### src/hdl/bpfa_pkg.sv
package bpfa_pkg;

  localparam int unsigned COUNT_W   = 14;
  localparam int unsigned ADDR_W    = 25;
  localparam int unsigned CNT_W     = 29;
  localparam int unsigned WORD_BITS = 32;
  localparam int unsigned WORD_LSB  = 5;
  localparam int unsigned POP_W     = 6;

  localparam logic [CNT_W-1:0] TOTAL_BYTES   = CNT_W'(512 * 1024 * 1024);
  localparam logic [CNT_W-1:0] FREE_AT_RESET = CNT_W'(256 * 1024 * 1024);
  localparam logic [CNT_W-1:0] USED_AT_RESET = CNT_W'(TOTAL_BYTES - FREE_AT_RESET);

  localparam logic OP_ALLOC = 1'b0;
  localparam logic OP_FREE  = 1'b1;

  localparam logic STATUS_OK     = 1'b0;
  localparam logic STATUS_NO_RUN = 1'b1;

  typedef struct packed {
    logic               operation;
    logic [31:0]        start_address;
    logic [COUNT_W-1:0] page_count;
  } in_t;

  typedef struct packed {
    logic [ADDR_W-1:0] block_address;
    logic              status;
    logic [CNT_W-1:0]  free_bytes;
    logic [CNT_W-1:0]  used_bytes;
  } out_t;

  typedef struct packed {
    logic [WORD_BITS-1:0] word;
    logic [POP_W-1:0]     pop;
    logic [WORD_LSB-1:0]  low;
    logic                 any;
  } word_res_t;

endpackage

### src/hdl/bpfa_word_unit.sv
module bpfa_word_unit #(
  parameter int unsigned BW = 6
) (
  input  logic [BW-1:0]                      base_i,
  input  logic [BW-1:0]                      lo_i,
  input  logic [BW-1:0]                      hi_i,
  input  logic [bpfa_pkg::WORD_BITS-1:0]     word_i,
  input  logic                               set_i,
  output bpfa_pkg::word_res_t                res_o
);

  always_comb begin
    logic [bpfa_pkg::WORD_BITS-1:0] mask;
    logic [bpfa_pkg::WORD_BITS-1:0] hit;
    logic [BW:0]                    pg;
    logic [bpfa_pkg::POP_W-1:0]     pop;
    logic [bpfa_pkg::WORD_LSB-1:0]  low;
    for (int j = 0; j < bpfa_pkg::WORD_BITS; j++) begin
      pg      = {1'b0, base_i} + (BW+1)'(j);
      mask[j] = (pg >= {1'b0, lo_i}) && (pg < {1'b0, hi_i});
    end
    hit = mask & word_i;
    pop = '0;
    for (int j = 0; j < bpfa_pkg::WORD_BITS; j++) begin
      pop = pop + bpfa_pkg::POP_W'(hit[j]);
    end
    low = '0;
    for (int j = bpfa_pkg::WORD_BITS - 1; j >= 0; j--) begin
      if (hit[j]) begin
        low = bpfa_pkg::WORD_LSB'(j);
      end
    end
    res_o.word = set_i ? (word_i | mask) : (word_i & ~hit);
    res_o.pop  = pop;
    res_o.low  = low;
    res_o.any  = |hit;
  end

endmodule

### config.mk
export PLATFORM = sky130hd
export DESIGN_NAME = bpfa_word_unit
export DESIGN_NICKNAME = d
export VERILOG_FILES = /design/src/hdl/bpfa_pkg.sv /design/src/hdl/bpfa_word_unit.sv
export SDC_FILE = /design/constraint.sdc
export NUM_CORES = 1
export LEC_CHECK = 0
export ABC_AREA = 1
export BUFFER_PORTS_ARGS = -buffer_cell sky130_fd_sc_hd__buf_4
export CORE_MARGIN = 2
export CORE_UTILIZATION = 50
export DETAILED_ROUTE_END_ITERATION = 10
export PLACE_DENSITY_LB_ADDON = 0.12
export SYNTH_ARGS = -nofsm -noshare
export SYNTH_HDL_FRONTEND = slang
export SYNTH_SLANG_ARGS = --single-unit
### constraint.sdc
create_clock -name vclk -period 13.8
set_input_delay 2.07 -clock vclk [all_inputs]
set_output_delay 2.07 -clock vclk [all_outputs]
set_load 0.005 [all_outputs]
==> flow_metrics.env, run 1 <==
export IMPL_syn_inst=1109
export IMPL_grt_pass1_wl_mm=38.2
export IMPL_arrival_ns=9.30
export IMPL_die_area_um2=16100
export IMPL_syn_nets=1397
export IMPL_crit_required_ns=11.73
export IMPL_drive_gt1_share_pct=12.4
export IMPL_place_congestion=0.989
export IMPL_clock_fmax_ghz=0.0880
export IMPL_placed_area_um2=8430
export IMPL_final_cell_area_um2=8430
export IMPL_synth_seq_area_share_pct=0
export IMPL_place_port_buffers=95
export IMPL_crit_type="in -> out"
export IMPL_internal_power_mw=0.286
export IMPL_leakagePower_nw=4.93
export IMPL_critPathCaptureType="output port"
export IMPL_whs_endpoint="res_o[14]"
export IMPL_final_cell_mix="ha_1, inv_1, nand2_1"
export IMPL_synthesis_area_um2=7530
export IMPL_tightest_slew_ns=1.16
export IMPL_outcome="completed"
export IMPL_num_rows=44
export IMPL_syn_mean_instance_area_um2=6.79
export IMPL_finalSetupViolations=0
export IMPL_start_util_pct=51.4
export IMPL_antenna_found_initial=0
export IMPL_wl_per_cell_um=17.2
export IMPL_die_y_um=127
export IMPL_maxCapViolations=0
export IMPL_hold_violations=0
export IMPL_min_path_cells=4
export IMPL_wl_mm=23.7
export IMPL_startpoint_type="input pin"
export IMPL_sw_frac_of_total_pct=56.6
export IMPL_track_usage_pct=29.5
export IMPL_ff_latch_area_um2=0
export IMPL_fin_total_pwr_mw=0.658
export IMPL_yosysTopAreaCell="ha_1"
export IMPL_route_detailed_drc=0
export IMPL_fin_crit_sh_pct=82.4
export IMPL_power_frac_comb_pct=100.0
export IMPL_final_min_clock_period_ns=11.37
export IMPL_coreArea_um2=14600
export IMPL_diodes=0
export IMPL_synth_cell_type_count=49
export IMPL_grt_overflow=0
export IMPL_ir_drop_mv=0.0951
export IMPL_nFlopsAndLatches=0
export IMPL_postCtsHoldBufs=0
export IMPL_cts_resized=0
export IMPL_vias_per_cell=5.50
export IMPL_first_iter_violations=596
export IMPL_fp_dieW_um=127
export IMPL_drt_pre_antenna_iters=5
export IMPL_ys_warn_count=0
export IMPL_worstHoldStart="word_i[2]"
export IMPL_hold_ws_ns=4.43
export IMPL_rsz0062_at_grt="false"
export IMPL_final_common_cell="ha_1"
export IMPL_first_global_vias=7235
export IMPL_fillCellCount=1520
export IMPL_cp_max_fo=13
export IMPL_yosys_area_top_type_share_pct=35.2
export IMPL_drtAntennaViolNets=0
export IMPL_tns_ns=0
export IMPL_grt_max_degree=33
export IMPL_p_clk_share_pct=0
export IMPL_hp_class="in -> out"
export IMPL_area_growth_pct=12.0
export IMPL_nets=1483
export IMPL_slew_violations=0
export IMPL_p_switching_mw=0.373
export IMPL_vias=7570
export IMPL_hpwl_mm=19.4
export IMPL_slew_headroom_pct=22.5
export IMPL_n_clock_buffer=0
export IMPL_io_pins=95
export IMPL_synth_area_leaders="ha_1, inv_1, nand2_1, a21oi_1, fa_1"
export IMPL_power_density_nw_per_um2=78.1
export IMPL_p_seq_share_pct=0
export IMPL_cts_setup_buffers=0
==> synth_stat cells, types with 3 or more instances <==
cell type / number
nand2_1: 163
o221ai_1: 9
nand3_2: 11
o21ai_1: 7
o21a_1: 9
a221oi_1: 3
nor2_1: 92
nand2_2: 5
nand3_1: 19
nor3_1: 4
o31ai_1: 3
a21boi_0: 5
or2_2: 4
a21oi_1: 103
a21o_1: 14
inv_1: 210
xnor2_1: 5
nor2_2: 6
a31oi_1: 17
nor4_1: 3
a211oi_1: 6
xor2_1: 37
clkbuf_1: 9
o21bai_1: 24
ha_1: 212
o211ai_1: 4
inv_2: 8
a21oi_2: 6
fa_1: 25
nand3b_1: 7
o21ai_0: 54
nand4_1: 4
==> how the worst max path moves through the flow <==
stage,start,end,slack (ns),depth (start not counted)
floorplan,base_i[2],res_o[10],3.45,27
global placement,base_i[1],res_o[10],2.60,26
detailed placement,base_i[1],res_o[10],2.61,25
CTS,base_i[1],res_o[10],2.55,26
global route,base_i[1],res_o[10],2.04,26
finish,base_i[1],res_o[10],2.43,26
==> cell families after synthesis <==
kind of cell / synth area share [%]
buffers and inverters: 11.9
adder cells (fa/ha/maj): 41.9
AO/OA/AOI/OAI: 22.2
AND/OR/NAND/NOR: 19.2
XOR/XNOR: 4.89
==> metrics by stage <==
stage	worst slack [ns]	instances	utilization, %
after global routing	2.04	1377	57.6
after global placement	2.60	1377	57.6
after CTS	2.55	1377	57.6
final	2.43	1377	57.6
after detailed placement	2.61	1377	57.6
after floorplan	3.45	1109	-
==> power groups by stage <==
stage	Sequential (mW)	Clock [mW]	Combinational (mW)
floorplan	0	0	0.430
global placement	0	0	0.638
detailed placement	0	0	0.651
CTS	0	0	0.657
global route	0	0	0.747
finish	0	0	0.658
==> layer usage <==
| layer | global-route usage, % | part of all wire (%) | vias up |
|---|---|---|---|
| li1 | - | - | 3883 |
| met1 | 42.0 | 47 | 3419 |
| met2 | 47.6 | 43 | 233 |
| met3 | 3.16 | 6.4 | 35 |
| met4 | 8.14 | 3.4 | 0 |
| met5 | 0 | 0 | - |
==> final cells by class <==
cell class / count / area (um2) / share of cell area, %
Inverter: 219 / 825 / 9.78
Timing Repair Buffer: 99 / 743 / 8.81
Tap cell: 184 / 230 / 2.73
Multi-Input combinational cell: 875 / 6640 / 78.7
==> worst max-delay path: stages <==
cell and delay, ns:
buf_4 0.17, inv_1 0.30, ha_1 0.43, inv_1 0.20, a21oi_1 0.34, xor2_1 0.27
inv_1 0.10, ha_1 0.28, a21oi_1 0.16, nor2_1 0.06, o221ai_1 0.40, nor2_1 0.15
fa_1 0.57, inv_1 0.07, fa_1 0.53, fa_1 0.46, fa_1 0.52, fa_1 0.53
fa_1 0.49, inv_1 0.07, ha_1 0.18, inv_1 0.06, fa_1 0.40, o21a_1 0.21
xor2_1 0.14, buf_4 0.13
(Power assumes the default switching activity.)
==> inputs of run 2 (changes only) <==
==> constraint.sdc (replaced) <==
create_clock -name vclk -period 9.2
set_input_delay 1.38 -clock vclk [all_inputs]
set_output_delay 1.38 -clock vclk [all_outputs]
set_load 0.005 [all_outputs]
==> flow_metrics.env, run 2 (synthesis results as in run 1) <==
export IMPL_grt_overflow=0
export IMPL_start_util_pct=51.4
export IMPL_finalSetupViolations=0
export IMPL_n_clock_buffer=0
export IMPL_track_usage_pct=30.6
export IMPL_final_min_clock_period_ns=9.04
export IMPL_slew_violations=0
export IMPL_postCtsHoldBufs=0
export IMPL_ff_latch_area_um2=0
export IMPL_clock_fmax_ghz=0.111
export IMPL_fp_dieW_um=127
export IMPL_io_pins=95
export IMPL_die_y_um=127
export IMPL_die_area_um2=16100
export IMPL_fin_crit_sh_pct=98.2
export IMPL_first_iter_violations=519
export IMPL_place_port_buffers=95
export IMPL_slew_headroom_pct=21.6
export IMPL_cp_max_fo=9
export IMPL_coreArea_um2=14600
export IMPL_grtUsageMet2_pct=51.7
export IMPL_antenna_found_initial=0
export IMPL_wl_mm=25.5
export IMPL_grt_use_met3_pct=3.67
export IMPL_crit_type="in -> out"
export IMPL_hold_violations=0
export IMPL_outcome="completed"
export IMPL_drive_gt1_share_pct=26.8
export IMPL_place_ws_ns=-0.0710
export IMPL_ir_drop_mv=0.139
export IMPL_place_congestion=0.998
export IMPL_drtAntennaViolNets=0
export IMPL_diodes=0
export IMPL_power_density_nw_per_um2=119
export IMPL_rsz0062_at_grt="true"
export IMPL_grt_busiest_layer="met2"
export IMPL_arrival_ns=7.66
export IMPL_critPathCaptureType="output port"
export IMPL_nFlopsAndLatches=0
export IMPL_grt_pass1_wl_mm=39.6
export IMPL_startpoint_type="input pin"
export IMPL_vias=8151
export IMPL_multiInputGateArea_um2=7050
export IMPL_hp_class="in -> out"
export IMPL_grt_max_degree=33
export IMPL_fillCellCount=1304
export IMPL_leakagePower_nw=5.62
export IMPL_drt_pre_antenna_iters=5
export IMPL_fin_total_pwr_mw=1.18
export IMPL_vias_per_cell=5.39
export IMPL_tightest_slew_ns=1.17
export IMPL_use_met1_pct=42.4
export IMPL_final_common_cell="buf_4"
export IMPL_route_detailed_drc=0
export IMPL_timing_final_ws_setup_ns=0.163
export IMPL_nets=1619
export IMPL_hpwl_mm=21.0
export IMPL_crit_required_ns=7.82
export IMPL_wl_per_cell_um=16.8
export IMPL_num_rows=44
export IMPL_maxCapViolations=0
export IMPL_area_growth_pct=32.0
export IMPL_final_cell_mix="buf_4, inv_1, ha_1"
export IMPL_first_global_vias=7657
run 2: cell count changes in the layout (fill, tap and decap cells not counted), moves of 7 or more:
cell / before / now
inv_1: 210 / 201
a21oi_2: 6 / 17
xor2_2: 0 / 7
buf_4: 99 / 230
xor2_1: 37 / 30
a21oi_1: 103 / 88
ha_4: 0 / 11
ha_1: 212 / 195
run 2: path summary, 6_finish.rpt:
| check | startpoint | to | depth (start not counted) |
|---|---|---|---|
| worst max-delay path | base_i[2] | res_o[10] | 28 |
| worst min-delay path | word_i[19] | res_o[31] | 4 |
run 2: power by group:
group	internal [mW]	total [mW]	switching [mW]	leakage, nW
combinational	0.556	1.18	0.623	5.62
clock	0	0	0	0
sequential	0	0	0	0
run 2: per-stage QoR:
stage / hold WS [ns] / utilization, % / cell area [um2] / TNS [ns] / cells
2_1_floorplan: 2.87 / - / 7530 / 0 / 1109
6_report: 3.05 / 67.9 / 9940 / 0 / 1513
5_1_grt: 3.07 / 67.9 / 9940 / -0.334 / 1513
3_5_place_dp: 3.05 / 63.5 / 9290 / -0.0710 / 1490
4_1_cts: 3.05 / 63.8 / 9340 / 0 / 1492
3_3_place_gp: 3.05 / 63.5 / 9290 / 0 / 1490
run 2: layout make-up:
| cell class | instances | area share, % |
|---|---|---|
| inverter | 219 | 8.52 |
| multi-input combinational | 875 | 71.0 |
| tap | 184 | 2.32 |
| timing repair buffer | 235 | 18.2 |
run 2: what timing repair did:
item | in CTS | in global routing
setup endpoints to repair | 2 | 5
pin swaps | 2 | 39
resized for setup | 8 | 92
setup buffers | 2 | 21
run 2: critical path, stage by stage:
cell and delay (ns):
buf_12 0.12, ha_4 0.17, nand2_1 0.05, inv_1 0.03, or2_2 0.28, nand2_1 0.07
o21a_1 0.18, inv_1 0.09, ha_1 0.30, inv_1 0.07, nor2_1 0.05, o21ai_0 0.18
nand2_1 0.11, a211oi_2 0.23, nand3_1 0.22, fa_1 0.55, fa_1 0.45, fa_2 0.58
fa_1 0.44, fa_1 0.52, fa_1 0.43, inv_1 0.08, ha_2 0.19, inv_2 0.04
fa_2 0.38, o21a_1 0.18, xor2_1 0.14, buf_4 0.13
run 2: per-layer routing:
| layer | wire length [um] | part of all wire (%) |
|---|---|---|
| met1 | 11500 | 45 |
| met2 | 11700 | 46 |
| met3 | 1670 | 6.5 |
| met4 | 609 | 2.4 |
| met5 | 0 | 0 |
